### src/hdl/q2e_pkg.sv
// Shared types, constants and arithmetic helpers of the quaternion to Euler angle converter.
package q2e_pkg;

   localparam int CORDIC_STAGES = 16;
   localparam int ANGLE_BITS    = 16;
   localparam int FRAC_BITS     = ANGLE_BITS - 3;
   localparam int NUM_STAGES    = (CORDIC_STAGES < 24) ? CORDIC_STAGES : 24;

   localparam int Z_W        = ANGLE_BITS + 1;  // angle accumulator, holds pi plus the atan sum
   localparam int XY_W       = 38;              // rotated vector, gain and sign flip included
   localparam int SUM_W      = 36;              // 2*(a*b + c*d) and 1 - 2*(...)
   localparam int PROD_W     = 32;
   localparam int REM_W      = 57;              // 2^56 - s^2 and the root in progress
   localparam int SQRT_STEPS = 29;              // one result bit per cell
   localparam int STG_W      = 5;

   localparam logic [31:0] PI_Q30 = 32'd3373259426;
   localparam logic signed [15:0] PI_Q13      = 16'sd25736;
   localparam logic signed [15:0] HALF_PI_Q13 = 16'sd12868;

   localparam logic signed [SUM_W-1:0] ONE_Q28 = SUM_W'(1) <<< 28;
   localparam logic [REM_W-1:0]        ONE_Q56 = REM_W'(1) << 56;

   localparam logic [31:0] ATAN_Q30 [24] = '{
      32'd843314856, 32'd497837829, 32'd263043836, 32'd133525158, 32'd67021686,
      32'd33543515,  32'd16775850,  32'd8388437,   32'd4194282,   32'd2097149,
      32'd1048575,   32'd524287,    32'd262143,    32'd131071,    32'd65535,
      32'd32767,     32'd16383,     32'd8191,      32'd4095,      32'd2047,
      32'd1023,      32'd511,       32'd255,       32'd127
   };

   localparam int Q30_SH = 30 - FRAC_BITS;
   localparam int SH_DN  = (FRAC_BITS > 13) ? FRAC_BITS - 13 : 0;
   localparam int SH_UP  = (FRAC_BITS < 13) ? 13 - FRAC_BITS : 0;
   localparam int SH_RND = (SH_DN > 0) ? SH_DN - 1 : 0;
   localparam int RND    = (SH_DN > 0) ? (1 << SH_RND) : 0;
   localparam int R_W    = Z_W + SH_UP + 1;

   typedef struct packed {
      logic signed [15:0] quat_x;
      logic signed [15:0] quat_y;
      logic signed [15:0] quat_z;
      logic signed [15:0] quat_w;
   } req_type;

   typedef struct packed {
      logic signed [15:0] roll_angle;
      logic signed [14:0] pitch_angle;
      logic signed [15:0] yaw_angle;
      logic               pitch_clamped;
   } rsp_type;

   typedef struct packed {
      logic signed [PROD_W-1:0] wx;
      logic signed [PROD_W-1:0] yz;
      logic signed [PROD_W-1:0] xx;
      logic signed [PROD_W-1:0] yy;
      logic signed [PROD_W-1:0] wy;
      logic signed [PROD_W-1:0] zx;
      logic signed [PROD_W-1:0] wz;
      logic signed [PROD_W-1:0] xy;
      logic signed [PROD_W-1:0] zz;
   } prod_type;

   typedef struct packed {
      logic signed [SUM_W-1:0] sr;
      logic signed [SUM_W-1:0] cr;
      logic signed [SUM_W-1:0] sp;
      logic signed [SUM_W-1:0] sy;
      logic signed [SUM_W-1:0] cy;
      logic                    clamp;
      logic                    neg;
   } side_type;

   typedef struct packed {
      logic [REM_W-1:0] rem;
      logic [REM_W-1:0] res;
   } sqrt_type;

   typedef struct packed {
      logic signed [XY_W-1:0] x;
      logic signed [XY_W-1:0] y;
      logic signed [Z_W-1:0]  z;
      logic                   zero;
      logic                   clamp;
      logic                   neg;
   } cordic_type;

   // Round a Q.30 constant half up to the accumulator's fraction bits.
   function automatic logic signed [Z_W-1:0] q30_to_frac(input logic [31:0] t);
      logic [32:0] s;
      s = {1'b0, t} + (33'd1 << (Q30_SH - 1));
      return Z_W'(s >> Q30_SH);
   endfunction

   function automatic logic signed [Z_W-1:0] atan_frac(input logic [STG_W-1:0] idx);
      return q30_to_frac(ATAN_Q30[idx]);
   endfunction

   // Round the accumulator half up to Q3.13 and saturate to +/- lim.
   function automatic logic signed [15:0] to_q13(input logic signed [Z_W-1:0] z,
                                                 input logic signed [15:0] lim);
      logic signed [R_W-1:0] r;
      logic signed [R_W-1:0] l;
      r = R_W'(z);
      r = (r + $signed(R_W'(RND))) >>> SH_DN;
      r = r <<< SH_UP;
      l = R_W'(lim);
      if (r > l) begin
         r = l;
      end else if (r < -l) begin
         r = -l;
      end
      return r[15:0];
   endfunction

   // Fold a vector with negative x into the right half plane.
   function automatic cordic_type prerot(input logic signed [XY_W-1:0] x,
                                         input logic signed [XY_W-1:0] y);
      cordic_type p;
      p.x     = x;
      p.y     = y;
      p.z     = '0;
      p.zero  = (x == 0) && (y == 0);
      p.clamp = 1'b0;
      p.neg   = 1'b0;
      if (x < 0) begin
         p.z = (y >= 0) ? q30_to_frac(PI_Q30) : -q30_to_frac(PI_Q30);
         p.x = -x;
         p.y = -y;
      end
      return p;
   endfunction

endpackage

### src/hdl/q2e_cordic_cell.sv
// One vectoring CORDIC micro-rotation with its registered output.
module q2e_cordic_cell import q2e_pkg::*; (
   input  logic             clock,
   input  logic             en,
   input  logic [STG_W-1:0] stage_idx,
   input  cordic_type       up_data,
   output cordic_type       dn_data
);

   cordic_type             data_ff, data_in;
   logic signed [XY_W-1:0] dx;
   logic signed [XY_W-1:0] dy;
   logic signed [Z_W-1:0]  ang;

   always_comb begin
      dx      = up_data.y >>> stage_idx;
      dy      = up_data.x >>> stage_idx;
      ang     = atan_frac(stage_idx);
      data_in = up_data;
      if (up_data.y >= 0) begin
         data_in.x = up_data.x + dx;
         data_in.y = up_data.y - dy;
         data_in.z = up_data.z + ang;
      end else begin
         data_in.x = up_data.x - dx;
         data_in.y = up_data.y + dy;
         data_in.z = up_data.z - ang;
      end
   end

   always_ff @(posedge clock) begin
      if (en) begin
         data_ff <= data_in;
      end
   end

   assign dn_data = data_ff;

endmodule

### config.mk
export PLATFORM = sky130hd
export DESIGN_NAME = q2e_cordic_cell
export DESIGN_NICKNAME = d
export VERILOG_FILES = /design/src/hdl/q2e_pkg.sv /design/src/hdl/q2e_cordic_cell.sv
export SDC_FILE = /design/constraint.sdc
export NUM_CORES = 1
export LEC_CHECK = 0
export BUFFER_PORTS_ARGS = -buffer_cell sky130_fd_sc_hd__buf_4
export CAP_MARGIN = 20
export CORE_UTILIZATION = 45
export CTS_CLUSTER_DIAMETER = 60
export DETAILED_ROUTE_END_ITERATION = 12
export GPL_TIMING_DRIVEN = 0
export PLACE_DENSITY_LB_ADDON = 0.05
export SETUP_SLACK_MARGIN = 0.05
export SLEW_MARGIN = 20
export SYNTH_ARGS = -nofsm -noshare
export SYNTH_HDL_FRONTEND = slang
export SYNTH_SLANG_ARGS = --single-unit
### constraint.sdc
create_clock -name clock -period 7.4 [get_ports clock]
set_input_delay 0.74 -clock clock [delete_from_list [all_inputs] [get_ports clock]]
set_output_delay 0.74 -clock clock [all_outputs]
set_load 0.05 [all_outputs]
==> After elaboration in Yosys (flattened, before gate mapping) <==
Memories as Yosys holds them, arrays and structs flattened.
Index checks and enable logic that the tools add are counted.
{ "word_totals": {"ram_bits": 0, "memories": 1, "input_bits": 103, "out_inout_bits": 96, "mem_bits_ro": 1024, "latchBits": 0, "elab_cells": 22, "regBits": 96} }
{ "memory_table": {"columns": ["memory", "depth", "word_bits", "rd", "rd_ports_with_merged_regs", "write_ports", "line_no", "source"], "rows": [
  ["(no name shown)", 32, 32, 1, 0, 0, "q2e_pkg.sv:97", "return q30_to_frac(ATAN_Q30[idx]);"]
]} }
{ "op_classes": {"shifts": 2, "mul": 0, "n_addsub": 7, "reduce_logical": 0, "eq_ne": 0, "n_bitwise": 1, "div": 0, "muxes": 3, "order_cmp": 2} }
{ "op_table": {"columns": ["op", "count"], "rows": [
  ["$mux W93", 1],
  ["$add A38 B38 Y38", 2],
  ["$sshr A38 B5 Y38", 2],
  ["$sub A38 B38 Y38", 2],
  ["$mux W32", 2],
  ["$ge A38 B1 Y1 const B", 1],
  ["$add A32 B17 Y33 const B", 1],
  ["$add A17 B17 Y17", 1],
  ["$sub A17 B17 Y17", 1],
  ["$ge A6 B6 Y1 const B", 1],
  ["$not A5 Y6", 1]
]} }

==> Logic depth before layout (Yosys ltp) <==
{ "logic_depth": {"word_depth": 7, "mapped_depth": 29, "depth_no_buf": 21} }

==> Least setup slack after synthesis <==
Ideal clock, no wire load.
{ "synth_timing": {"path_type": "input to register", "startpoint": "input stage_idx[4]", "endpoint": "register data_ff (netlist bit dn_data[19]), data pin", "setup_ps": 261, "arrival_time_ps": 6303, "setup_slack_ps": 836, "path_buffers": 9, "t_required_ps": 7139, "cell_stages": 25, "cell_sequence": "clkbuf_1 buf_2 buf_2 buf_1 buf_2 buf_1 clkbuf_1 clkbuf_1 clkbuf_1 nor2_1 ha_1 o2111ai_1 xnor2_1 or4_1 or3b_2 o21ai_0 xor2_1 ha_1 nand3_1 a211oi_1 nor2_1 a211o_1 o21a_1 o21ai_0 xnor2_1"} }
{ "synth_rtl": {"columns": ["element", "line_no", "source"], "rows": [
  ["from (decl)", "q2e_cordic_cell.sv:5", "input logic [STG_W-1:0] stage_idx,"],
  ["to (signal assigned)", "q2e_cordic_cell.sv:33", "data_ff <= data_in;"],
  ["to (decl)", "q2e_cordic_cell.sv:10", "cordic_type data_ff, data_in;"]
]} }

==> metrics.md <==
| Metric | Value |
|---|---|
| Fin crit share | 0.983 |
| Overall Power | 4.02 mW |
| CP dominant cell by count | buf_4 |
| CTS buffer count | 9 |
| Slew Limit Fails | 0 |
| Status | finished clean |
| Pin count of the biggest net entering global routing | 59 |
| Hold Crit Start | up_data[1] |
| CTS tree | done |
| Synth Flop Type | edfxtp_1 |
| First-pass GRT wire length | 117,000 microns |
| Peak supply drop | 0.255 mV |
| Fraction of layout cells with a size suffix above 1 | 0.247 |
| Pleak | 7.54 nW |
| Final Cell Area | 18,900 sq um |
| Actual slew at the worst max-slew pin | 1.28 ns |
| CP max stage cell | or4_1 |
| Final nets | 2,228 |
| Die W | 192 microns |
| H-tree levels | 3 |
| Placed cells | 2,466 |
| Wire per inst | 33.6 microns |
| Core Region | 35,500 sq um |
| Sw frac | 0.511 |
| GR Util All Layers | 0.452 |
| RSZ-0062 raised after global routing | true |
| Max Cap Violations | 0 |
| CTS clk-pin slew, worst paths | 0.08 ns |
| Via density per instance | 7.16 |
| Sinks on Clock Net | 96 |
| Async set or reset register ratio after synthesis | 0 |
| Slew headroom | 0.149 |
| Syn Area/Cell | 8.96 sq um |
| Largest register FFs | 96 |
| Worst Hold Class | input port to flop |
| Vias in the first global route | 16,900 |
| DRC Markers | 0 |
| Site Rows | 69 |
| Post-Syn Nets | 2,011 |
| Synth Instances | 1,806 |
| Routed Antenna Nets | 0 |
| Filler cells | 3,300 |
| Number of port buffers | 196 |
| Initial drt markers | 2,025 |
| Power Internal | 1.97 mW |
| Combinational power share | 0.668 |
| Seq/Total Area, Yosys | 0.178 |
| GRT overflow | 0 |
| EDFF count, synth | 96 |
| Initial Util | 0.456 |
| Clock Tree Buf Depth | 2 |
| Final setup fails | 0 |
| Fin. Hold Viols | 0 |
| Root Buffer | clkbuf_16 |
| Arrival time at the worst endpoint | 7.42 ns |
| First-pass detailed-route iteration total | 6 |
| Hold Path Depth | 1 |
| Initial antenna violation count | 1 |
| Crit path time final | 7.27 ns |
| Drt total wl | 83,700 microns |
| Yosys top cell by area | edfxtp_1 |
| Worst Slack Setup Final | 0.125 ns |
| Placed inst area | 18,300 sq um |
| Yosys Warn Count | 0 |
| Die Ht | 192 microns |
| Worst Path Required | 7.55 ns |
| CP startpoint kind | input port |
| Place WS | -1.85 ns |
| Power Density | 212 nW/um^2 |
| Clk pwr share | 0.118 |
| Footprint of the multi-input gates | 12,700 sq um |
| Total die area | 36,700 sq um |
| Hpwl dp | 65,300 microns |
| Top post-synthesis cells by area | edfxtp_1 18%, mux4_2 12%, ha_1 7.7% |
| Count of cell types in the netlist | 107 |
| I/O pins | 199 |
| Most frequent cell after synthesis | nand2_1 |
| Hold worst-path end | dn_data[1]$_DFFE_PP_ |
| Finished Layout Cells | 2,490 |
| Post-synth design cell area | 16,200 sq um |
| Commonest cells post-synth | 149 x nand2_1, 117 x a21oi_1, 102 x o21ai_0 |
| Area delta synth->final | 17.1% |
| Final GP Congestion | 1.06 |
| Post-synth top area share | 0.178 |
| CP Capture Type | flop |
| FF+latch area | 2880 sq um |
| Peak Freq | 137 MHz |
| NetSw | 2.05 mW |
| Crit path kind | input port to flop |
| Via Count | 17,800 |
| Part of the power in registers | 0.214 |
| Post-synthesis register bit count | 96 |
| CP max FO | 10 |
| Crit path largest cell delay | 0.56 ns |
==> how the worst max path moves through the flow <==
stage                            start                    end  slack [ns]  depth (start not counted)
after floorplan           stage_idx[4]  dn_data[19]$_DFFE_PP_        0.84                         25
after global placement    stage_idx[1]  dn_data[55]$_DFFE_PP_       -1.74                         24
after detailed placement  stage_idx[1]  dn_data[55]$_DFFE_PP_       -1.85                         23
after CTS                 stage_idx[3]  dn_data[56]$_DFFE_PP_        0.06                         26
after global routing      stage_idx[0]  dn_data[93]$_DFFE_PP_        0.02                         27
final                     stage_idx[1]  dn_data[93]$_DFFE_PP_        0.13                         26
==> what timing repair did <==
action                                  4_1_cts  5_1_grt
buffers inserted                              3        6
hold buffers                                  0        0
gates resized for setup                      44       57
pin swaps                                     3        7
endpoints found under the setup margin       37       16
==> area by class of cell <==
| type | instances | share of cell area |
|---|---|---|
| inverter | 43 | 0.00852 |
| tap | 461 | 0.0305 |
| clock inverter | 7 | 0.00244 |
| buffer | 113 | 0.0371 |
| clock buffer | 9 | 0.0119 |
| antenna | 1 | 0.000132 |
| timing repair buffer | 209 | 0.0847 |
| multi-input combinational | 1551 | 0.673 |
| sequential | 96 | 0.152 |
==> power by group through the flow <==
stage | combinational [mW] | sequential (mW) | clock [mW]
6_report | 2.68 | 0.858 | 0.474
5_1_grt | 2.80 | 0.875 | 0.501
4_1_cts | 2.58 | 0.860 | 0.482
3_5_place_dp | 2.55 | 0.867 | 0
3_3_place_gp | 2.51 | 0.865 | 0
2_1_floorplan | 1.23 | 1.39 | 0
==> layout by cell type (no fill, tap or decap), types with 20 or more instances in the layout <==
| cell type | instances |
|---|---|
| a21o_1 | 39 |
| o211ai_1 | 20 |
| nand2b_1 | 29 |
| buf_2 | 21 |
| o21ai_0 | 98 |
| a211oi_1 | 22 |
| mux2_2 | 42 |
| nand3_1 | 54 |
| inv_1 | 41 |
| nand2_1 | 149 |
| o22ai_1 | 24 |
| clkbuf_1 | 42 |
| buf_4 | 221 |
| xnor2_1 | 96 |
| ha_1 | 98 |
| mux4_2 | 86 |
| xor2_1 | 54 |
| edfxtp_1 | 96 |
| nor3_1 | 41 |
| nand4_1 | 24 |
| a21oi_1 | 115 |
| nor2_1 | 94 |
| mux2i_1 | 74 |
==> metal layers <==
| metal | GRT usage | wire length, microns | part of all wire | vias up |
|---|---|---|---|---|
| li1 | - | - | - | 7490 |
| met2 | 0.677 | 35800 | 0.43 | 1377 |
| met5 | 0 | 0 | 0 | - |
| met1 | 0.560 | 32500 | 0.39 | 8655 |
| met4 | 0.261 | 5270 | 0.063 | 0 |
| met3 | 0.160 | 10100 | 0.12 | 304 |
==> critical path, delay by kind of cell <==
kind / cells / cell delay [ns]
buf+inv: 7 / 1.79
fa+ha+maj: 2 / 0.65
compound gates: 4 / 1.01
mux: 1 / 0.33
simple gates: 10 / 2.63
xor+xnor: 2 / 0.26
==> through the flow <==
step	hold WS [ns]	util	setup TNS, ns
finish	0.516	0.534	0
CTS	0.500	0.527	0
detailed placement	0.919	0.515	-39.33
floorplan	0.839	-	0
global placement	0.918	0.514	-37.22
global route	0.506	0.534	0
==> cell families after synthesis <==
logic type	after synthesis	share of synthesized area
buffers and inverters	159	0.0479
muxes	217	0.210
xor gates and xnor gates	150	0.0812
AOI/OAI and AO/OA	540	0.229
and+or+nand+nor	542	0.173
adders and majority gates	102	0.0803
DFF	96	0.178
(Power assumes the default switching activity.)
