--- src/hdl/q2e_pkg.sv ---
// Shared types, constants and arithmetic helpers of the quaternion to Euler angle converter.
package q2e_pkg;

   localparam int CORDIC_STAGES = 16;
   localparam int ANGLE_BITS    = 16;
   localparam int FRAC_BITS     = ANGLE_BITS - 3;
   localparam int NUM_STAGES    = (CORDIC_STAGES < 24) ? CORDIC_STAGES : 24;

   localparam int Z_W        = ANGLE_BITS + 1;  // angle accumulator, holds pi plus the atan sum
   localparam int XY_W       = 38;              // rotated vector, gain and sign flip included
   localparam int SUM_W      = 36;              // 2*(a*b + c*d) and 1 - 2*(...)
   localparam int PROD_W     = 32;
   localparam int REM_W      = 57;              // 2^56 - s^2 and the root in progress
   localparam int SQRT_STEPS = 29;              // one result bit per cell
   localparam int STG_W      = 5;

   localparam logic [31:0] PI_Q30 = 32'd3373259426;
   localparam logic signed [15:0] PI_Q13      = 16'sd25736;
   localparam logic signed [15:0] HALF_PI_Q13 = 16'sd12868;

   localparam logic signed [SUM_W-1:0] ONE_Q28 = SUM_W'(1) <<< 28;
   localparam logic [REM_W-1:0]        ONE_Q56 = REM_W'(1) << 56;

   localparam logic [31:0] ATAN_Q30 [24] = '{
      32'd843314856, 32'd497837829, 32'd263043836, 32'd133525158, 32'd67021686,
      32'd33543515,  32'd16775850,  32'd8388437,   32'd4194282,   32'd2097149,
      32'd1048575,   32'd524287,    32'd262143,    32'd131071,    32'd65535,
      32'd32767,     32'd16383,     32'd8191,      32'd4095,      32'd2047,
      32'd1023,      32'd511,       32'd255,       32'd127
   };

   localparam int Q30_SH = 30 - FRAC_BITS;
   localparam int SH_DN  = (FRAC_BITS > 13) ? FRAC_BITS - 13 : 0;
   localparam int SH_UP  = (FRAC_BITS < 13) ? 13 - FRAC_BITS : 0;
   localparam int SH_RND = (SH_DN > 0) ? SH_DN - 1 : 0;
   localparam int RND    = (SH_DN > 0) ? (1 << SH_RND) : 0;
   localparam int R_W    = Z_W + SH_UP + 1;

   typedef struct packed {
      logic signed [15:0] quat_x;
      logic signed [15:0] quat_y;
      logic signed [15:0] quat_z;
      logic signed [15:0] quat_w;
   } req_type;

   typedef struct packed {
      logic signed [15:0] roll_angle;
      logic signed [14:0] pitch_angle;
      logic signed [15:0] yaw_angle;
      logic               pitch_clamped;
   } rsp_type;

   typedef struct packed {
      logic signed [PROD_W-1:0] wx;
      logic signed [PROD_W-1:0] yz;
      logic signed [PROD_W-1:0] xx;
      logic signed [PROD_W-1:0] yy;
      logic signed [PROD_W-1:0] wy;
      logic signed [PROD_W-1:0] zx;
      logic signed [PROD_W-1:0] wz;
      logic signed [PROD_W-1:0] xy;
      logic signed [PROD_W-1:0] zz;
   } prod_type;

   typedef struct packed {
      logic signed [SUM_W-1:0] sr;
      logic signed [SUM_W-1:0] cr;
      logic signed [SUM_W-1:0] sp;
      logic signed [SUM_W-1:0] sy;
      logic signed [SUM_W-1:0] cy;
      logic                    clamp;
      logic                    neg;
   } side_type;

   typedef struct packed {
      logic [REM_W-1:0] rem;
      logic [REM_W-1:0] res;
   } sqrt_type;

   typedef struct packed {
      logic signed [XY_W-1:0] x;
      logic signed [XY_W-1:0] y;
      logic signed [Z_W-1:0]  z;
      logic                   zero;
      logic                   clamp;
      logic                   neg;
   } cordic_type;

   // Round a Q.30 constant half up to the accumulator's fraction bits.
   function automatic logic signed [Z_W-1:0] q30_to_frac(input logic [31:0] t);
      logic [32:0] s;
      s = {1'b0, t} + (33'd1 << (Q30_SH - 1));
      return Z_W'(s >> Q30_SH);
   endfunction

   function automatic logic signed [Z_W-1:0] atan_frac(input logic [STG_W-1:0] idx);
      return q30_to_frac(ATAN_Q30[idx]);
   endfunction

   // Round the accumulator half up to Q3.13 and saturate to +/- lim.
   function automatic logic signed [15:0] to_q13(input logic signed [Z_W-1:0] z,
                                                 input logic signed [15:0] lim);
      logic signed [R_W-1:0] r;
      logic signed [R_W-1:0] l;
      r = R_W'(z);
      r = (r + $signed(R_W'(RND))) >>> SH_DN;
      r = r <<< SH_UP;
      l = R_W'(lim);
      if (r > l) begin
         r = l;
      end else if (r < -l) begin
         r = -l;
      end
      return r[15:0];
   endfunction

   // Fold a vector with negative x into the right half plane.
   function automatic cordic_type prerot(input logic signed [XY_W-1:0] x,
                                         input logic signed [XY_W-1:0] y);
      cordic_type p;
      p.x     = x;
      p.y     = y;
      p.z     = '0;
      p.zero  = (x == 0) && (y == 0);
      p.clamp = 1'b0;
      p.neg   = 1'b0;
      if (x < 0) begin
         p.z = (y >= 0) ? q30_to_frac(PI_Q30) : -q30_to_frac(PI_Q30);
         p.x = -x;
         p.y = -y;
      end
      return p;
   endfunction

endpackage

--- src/hdl/q2e_sqrt_cell.sv ---
// One cell of the pipelined integer square root: settles one result bit.
module q2e_sqrt_cell import q2e_pkg::*; (
   input  logic             clock,
   input  logic             en,
   input  logic [STG_W-1:0] bit_pos,
   input  sqrt_type         up_data,
   output sqrt_type         dn_data
);

   sqrt_type         data_ff, data_in;
   logic [REM_W-1:0] bit_val;
   logic [REM_W-1:0] trial;

   always_comb begin
      bit_val = REM_W'(1) << {bit_pos, 1'b0};
      trial   = up_data.res + bit_val;
      data_in = up_data;
      if (up_data.rem >= trial) begin
         data_in.rem = up_data.rem - trial;
         data_in.res = (up_data.res >> 1) + bit_val;
      end else begin
         data_in.res = up_data.res >> 1;
      end
   end

   always_ff @(posedge clock) begin
      if (en) begin
         data_ff <= data_in;
      end
   end

   assign dn_data = data_ff;

endmodule

--- config.mk ---
export PLATFORM = sky130hd
export DESIGN_NAME = q2e_sqrt_cell
export DESIGN_NICKNAME = d
export VERILOG_FILES = /design/src/hdl/q2e_pkg.sv /design/src/hdl/q2e_sqrt_cell.sv
export SDC_FILE = /design/constraint.sdc
export NUM_CORES = 1
export LEC_CHECK = 0
export ABC_AREA = 1
export ABC_CLOCK_PERIOD_IN_PS = 8100
export BUFFER_PORTS_ARGS = -buffer_cell sky130_fd_sc_hd__buf_2
export CORE_MARGIN = 2
export CORE_UTILIZATION = 40
export CTS_BUF_LIST = sky130_fd_sc_hd__clkbuf_4 sky130_fd_sc_hd__clkbuf_8
export DETAILED_ROUTE_END_ITERATION = 10
export PLACE_DENSITY = 0.61
export SLEW_MARGIN = 0
export SYNTH_ARGS = -nofsm -noshare
export SYNTH_HDL_FRONTEND = slang
export SYNTH_SLANG_ARGS = --single-unit
--- constraint.sdc ---
create_clock -name clock -period 8.1 [get_ports clock]
set_input_delay 0.405 -clock clock [delete_from_list [all_inputs] [get_ports clock]]
set_output_delay 0.405 -clock clock [all_outputs]
set_load 0.05 [all_outputs]
; Word level (Yosys, flattened, before mapping)
; Index checks and enable logic that the tools add are counted.
; Widths: inputs -> output; s select.
[classes]
add_sub_neg = 3
magnitude_cmp = 1
n_shift = 1
mux = 2
[ops]
columns = op, n
row1 = $add 56x57->57, 1
row2 = $add 57x57->57, 1
row3 = $ge 57x57->1, 1
row4 = $mux 57, 1
row5 = $shl 1x6->57 const A, 1
row6 = $sub 57x57->57, 1
row7 = $mux 56, 1
[totals]
register_bits = 114

; Longest topological paths before layout
; Gate-level depths: netlist of the first run.
[depth]
depth_word = 4
mapped_depth = 31

; Worst setup path before layout of the first run
; No wires, ideal clock.
[synth_path]
path_type = input-to-reg
from = input bit_pos[4]
to = register data_ff, in the netlist dn_data[102], data pin
t_arrival_ns = 4.062
required_time_ns = 7.847
path_slack_ns = 3.785
path_stages = 26
cell_sequence = buf_2 -> inv_1 -> buf_2 -> nand2_1 -> nor4_1 -> ha_1 -> nand2_1 -> o21ai_0 -> a21oi_1 -> o21ai_0 -> a221oi_1 -> nand2_1 -> nand2_1 -> nand2_1 -> ha_1 -> nand2_1 -> nor2_1 -> inv_1 -> nor3_2 -> a21oi_1 -> nand3_2 -> inv_2 -> buf_4 -> buf_4 -> nand2_1 -> nand2_1
[synth_lines]
columns = element, line
row1 = from (decl), q2e_sqrt_cell.sv:5  ; input logic [STG_W-1:0] bit_pos,
row2 = to (signal assigned), q2e_sqrt_cell.sv:28  ; data_ff <= data_in;
row3 = to (decl), q2e_sqrt_cell.sv:10  ; sqrt_type data_ff, data_in;

==> impl_metrics.env, run 1 <==
export IMPL_clk_pin_slew_ns=0.08
export IMPL_wl_per_cell_um=21.0
export IMPL_die_area_sq_um=40900
export IMPL_cts_root_buf="clkbuf_8"
export IMPL_cp_max_fo=110
export IMPL_floorplan_die_width_um=202
export IMPL_grt_setup_unrepaired="no"
export IMPL_slowest_delay_ns=0.83
export IMPL_startpoint="bit_pos[4]"
export IMPL_cts_sinks=114
export IMPL_post_cts_buffers=0
export IMPL_area_delta_synth_final_pct=13.0
export IMPL_cp_num_buf_inv=6
export IMPL_antenna_left=0
export IMPL_slew_headroom_pct=29.3
export IMPL_rows=72
export IMPL_hp_start="up_data[57]"
export IMPL_core_sq_um=38700
export IMPL_worst_path_most_repeated_cell="nand2_1"
export IMPL_drive_above_1_share_pct=10.3
export IMPL_synth_area_sq_um=15700
export IMPL_synth_seq_cells=114
export IMPL_final_util_pct=45.9
export IMPL_cp_slowest_cell="buf_4"
export IMPL_cp_top_family="simple AND/OR/NAND/NOR gates"
export IMPL_period_minus_slack_ns=6.81
export IMPL_post_cts_resize_count=0
export IMPL_cts_hold_buf=0
export IMPL_diodes=0
export IMPL_status="completed"
export IMPL_cts_buffers=17
export IMPL_tightest_slew_ns=1.06
export IMPL_fillers=4273
export IMPL_crit_path_end_kind="flip-flop"
export IMPL_synth_cells=2625
export IMPL_start_util_pct=40.6
export IMPL_max_clock_path_buffers=2
export IMPL_largest_reg_flops=114
export IMPL_period_share_pct=84.1
export IMPL_ys_types=47
export IMPL_dp_final_hpwl_um=61200
export IMPL_num_vias=18600
export IMPL_fin_cells=3385
export IMPL_crit_arrival_ns=7.06
export IMPL_ioPinCount=235
export IMPL_fin_nets=3089
export IMPL_die_h_um=202
export IMPL_antenna_found_initial=2
export IMPL_power_density_nw_per_um2=139
export IMPL_cap_violations=0
export IMPL_max_freq_mhz=147
export IMPL_setup_violations=0
export IMPL_grt_max_degree=111
export IMPL_worstSetupPathType="primary input to flip-flop"
export IMPL_grt_pass1_wl_um=104000
export IMPL_viasPerCell=5.50
export IMPL_yosysSeqAreaShare_pct=21.8
export IMPL_numPortBuffers=234
export IMPL_grt_usage_pct=34.4
export IMPL_dp_cells=3353
export IMPL_setup_tns_ns=0
export IMPL_drcViolationCount=0
export IMPL_grt_overflow_total=0
export IMPL_hold_viol=0
export IMPL_vdd_drop_max_v=0.000123
export IMPL_grt_pass1_vias=17100
export IMPL_gp_congestion=1.07
export IMPL_avgSynthCellArea_sq_um=5.99
export IMPL_place_area_sq_um=17400
export IMPL_drt_iter0_drc=2297
export IMPL_wl_um=71200
export IMPL_critPathLaunchType="primary input"
export IMPL_p_leak_nw=7.82
export IMPL_cts_tree="built"
export IMPL_yosysWarnings=0
export IMPL_finalInstanceArea_sq_um=17800
export IMPL_dr_pass1_iters=6
export IMPL_ctsHtreeMaxLevel=4
export IMPL_synth_nets=2860
export IMPL_min_path_type="primary input to flip-flop"
export IMPL_drv_slew=0
export IMPL_cp_required_ns=8.35
[cell usage after synthesis (all sizes together)]
library cell / n / area [sq um]
inv: 368 / 1380
a31oi: 6 / 37.5
fa: 1 / 20.0
xnor2: 58 / 508
buf: 24 / 150
o22ai: 3 / 18.8
a31o: 1 / 8.76
a221oi: 2 / 17.5
nand3b: 43 / 323
ha: 113 / 1410
nor2: 348 / 1320
edfxtp: 114 / 3420
o311a: 1 / 10.0
xor2: 35 / 307
nand3: 147 / 751
o31ai: 1 / 7.51
o211ai: 2 / 15.0
nor4: 9 / 62.6
o21bai: 24 / 180
nand2: 797 / 2990
and3: 2 / 12.5
o21a: 5 / 37.5
a21oi: 169 / 850
or2: 7 / 43.8
nor3: 56 / 290
clkbuf: 4 / 15.0
nand4: 29 / 181
a21boi: 3 / 22.5
o211a: 3 / 30.0
a22oi: 1 / 7.51
a21o: 9 / 67.6
nor4b: 1 / 8.76
o21ai: 238 / 1210
a32o: 1 / 10.0
[routing by layer]
layer,track usage (%),share of wire (%)
met1,51.5,48
met2,47.4,39
met3,9.67,11
met4,9.25,2.2
met5,0,0.018
[final cells by class]
cell class	instances	area [sq um]	share of cell area (%)
clock buffers	19	249	1.40
well taps	518	648	3.65
flip-flops and latches	114	3420	19.3
clock inverters	13	95.1	0.535
multi-input cells	2115	10800	60.6
inverters	368	1380	7.78
repair buffers	238	1200	6.77
[kinds of logic (layout without fill, tap and decap cells)]
kind of cell / count (synthesis) / in the layout / synth area share, %
buf+inv: 396 / 638 / 9.83
simple gates: 1439 / 1439 / 38.0
flops: 114 / 114 / 21.8
compound gates: 469 / 469 / 16.1
xor+xnor: 93 / 93 / 5.18
fa+ha+maj: 114 / 114 / 9.12
[final timing paths]
kind / to / slack [ns] / cells after the start
worst max-delay path: dn_data[93] / 1.29 / 25
worst min-delay path: dn_data[57] / 0.16 / 3
[per-stage QoR]
step / power (mW) / setup WS [ns] / hold slack (ns)
after floorplan: 1.58 / 3.78 / 0.517
after global placement: 1.94 / 1.27 / 0.690
after detailed placement: 1.94 / 1.07 / 0.705
after CTS: 2.46 / 1.67 / 0.132
after global routing: 2.59 / 0.953 / 0.171
final: 2.47 / 1.29 / 0.160
[worst min-delay path, stage by stage]
cell and delay, ns:
buf_2 0.09, nand2_1 0.04, o21ai_0 0.06
[report_power, final]
group	switching, mW	internal, mW	total (mW)
Sequential	0.0194	0.754	0.774
Combinational	0.878	0.295	1.17
Clock	0.281	0.240	0.521
Total	1.18	1.29	2.47
[cell usage in the layout, fill, tap and decap left out, types with 5 or more instances in the layout]
master	synthesis	final
nand2_1	796	796
inv_1	362	362
nor2_1	344	344
buf_2	18	233
o21ai_0	226	226
a21oi_1	168	168
nand3_1	144	144
edfxtp_1	114	114
ha_1	113	113
xnor2_1	58	58
nor3_1	54	54
nand3b_1	43	43
xor2_1	35	35
nand4_1	29	29
o21bai_1	24	24
clkbuf_8	0	17
a21o_1	9	9
o21ai_1	8	8
nor4_1	8	8
a31oi_1	6	6
or2_2	6	6
inv_2	6	5
o21a_1	5	5
clkinv_2	0	5
buf_4	3	5
Note: power is estimated with default switching activity, not from simulation.
==> inputs of run 2 (changes only) <==
- ABC_CLOCK_PERIOD_IN_PS: 8100 -> 5600
- PLACE_DENSITY: 0.61 -> 0.64
- clock period: 8.1 -> 5.6 ns (I/O delays scaled with it)
==> run 2 against run 1 <==
Combinational power grew 50%; clock power increased by 52%; sequential cell count did not move; sequential share of layout area shrank 0.61 points; largest cell class unchanged; largest power group unchanged; highest routed layer unchanged.
==> impl_metrics.env, run 2 (synthesis results as in run 1) <==
export IMPL_critPathLaunchType="primary input"
export IMPL_antenna_found_initial=3
export IMPL_wl_met1_um=34400
export IMPL_cts_tree="built"
export IMPL_dr_pass1_iters=6
export IMPL_cap_violations=0
export IMPL_hp_start="up_data[108]"
export IMPL_floorplan_die_width_um=202
export IMPL_fin_cells=3453
export IMPL_cts_root_buf="clkbuf_8"
export IMPL_hold_end="dn_data[108]"
export IMPL_drive_above_1_share_pct=12.3
export IMPL_vdd_drop_max_v=0.000166
export IMPL_core_sq_um=38700
export IMPL_fin_ws_ns=0.528
export IMPL_status="completed"
export IMPL_dr_wl_met2_um=29100
export IMPL_wl_um=73300
export IMPL_drcViolationCount=0
export IMPL_cp_required_ns=5.89
export IMPL_largest_reg_flops=114
export IMPL_hold_depth=3
export IMPL_gp_congestion=1.05
export IMPL_cts_sinks=114
export IMPL_viasPerCell=5.51
export IMPL_rows=72
export IMPL_final_common_cell="nand2_1"
export IMPL_grt_pass1_vias=17200
export IMPL_fin_nets=3158
export IMPL_max_freq_mhz=197
export IMPL_total_power_mw=3.68
export IMPL_die_area_sq_um=40900
export IMPL_crit_path_end_kind="flip-flop"
export IMPL_wl_per_cell_um=21.2
export IMPL_dr_wl_met3_um=8490
export IMPL_drt_iter0_drc=2093
export IMPL_cts_hold_buf=1
export IMPL_grt_max_degree=90
export IMPL_ctsHtreeMaxLevel=4
export IMPL_worst_path_most_repeated_cell="nand2_1"
export IMPL_antenna_left=0
export IMPL_start_util_pct=40.6
export IMPL_cp_max_fo=36
export IMPL_grt_pass1_wl_um=107000
export IMPL_p_leak_nw=8.20
export IMPL_clk_pin_slew_ns=0.07
export IMPL_drv_slew=0
export IMPL_cp_slowest_cell="o21ai_1"
export IMPL_post_cts_resize_count=0
export IMPL_numPortBuffers=234
export IMPL_top_layer_used="met5"
export IMPL_grt_usage_pct=35.3
export IMPL_die_h_um=202
export IMPL_crit_arrival_ns=5.36
export IMPL_cts_buffers=17
export IMPL_worstSetupPathType="primary input to flip-flop"
export IMPL_slew_headroom_pct=15.6
export IMPL_num_vias=19000
export IMPL_period_share_pct=90.6
export IMPL_pre_cts_ws_ns=0.211
export IMPL_area_delta_synth_final_pct=16.7
export IMPL_tightest_slew_ns=1.25
export IMPL_min_path_type="primary input to flip-flop"
export IMPL_final_cell_mix="nand2_1 (796), inv_1 (362), nor2_1 (344)"
export IMPL_power_density_nw_per_um2=200
export IMPL_dp_cells=3421
export IMPL_ioPinCount=235
export IMPL_hold_viol=0
export IMPL_max_clock_path_buffers=2
export IMPL_post_cts_buffers=0
export IMPL_dp_final_hpwl_um=63400
export IMPL_period_minus_slack_ns=5.07
export IMPL_setup_tns_ns=0
export IMPL_grt_overflow_total=0
export IMPL_setup_violations=0
export IMPL_slowest_delay_ns=0.50
export IMPL_grt_setup_unrepaired="no"
## run 2: worst max-delay path: cells and delay by family
kind            cells  cell delay, ns
fa+ha+maj           2            0.61
buf+inv             8            1.04
compound gates      3            0.80
simple gates       17            2.57
## run 2: worst max-delay path by stage
stage                        end        from  depth (start not counted)
floorplan           dn_data[102]  bit_pos[4]                         26
global placement      dn_data[7]  bit_pos[3]                         27
detailed placement   dn_data[13]  bit_pos[4]                         30
CTS                  dn_data[23]  bit_pos[4]                         30
global route          dn_data[7]  bit_pos[3]                         29
finish               dn_data[23]  bit_pos[1]                         30
## run 2: final cells by class
cell class / instances / area (sq um)
Fill cell: 4249 / 20400
Multi-Input combinational cell: 2115 / 10800
Sequential cell: 114 / 3420
Timing Repair Buffer: 307 / 1770
Inverter: 368 / 1380
Tap cell: 518 / 648
Clock buffer: 21 / 264
Clock inverter: 9 / 91.3
Antenna cell: 1 / 2.50
## run 2: metal layers
layer	global-route usage (%)	vias to the layer above
met2	49.6	952
li1	-	9240
met5	0	-
met4	8.39	2
met3	9.03	68
met1	53.3	8765
## run 2: where the power goes
group | switching [mW] | internal (mW)
clock network | 0.393 | 0.400
registers | 0.0321 | 1.09
logic | 1.28 | 0.482
## run 2: stage by stage
| stage | cell area (sq um) | util (%) | hold slack, ns |
|---|---|---|---|
| after floorplan | 15700 | - | 0.392 |
| after global placement | 18000 | 46.4 | 0.564 |
| after detailed placement | 18000 | 46.4 | 0.569 |
| after CTS | 18300 | 47.4 | 0.00851 |
| after global routing | 18400 | 47.4 | 0.0335 |
| final | 18400 | 47.4 | 0.0450 |
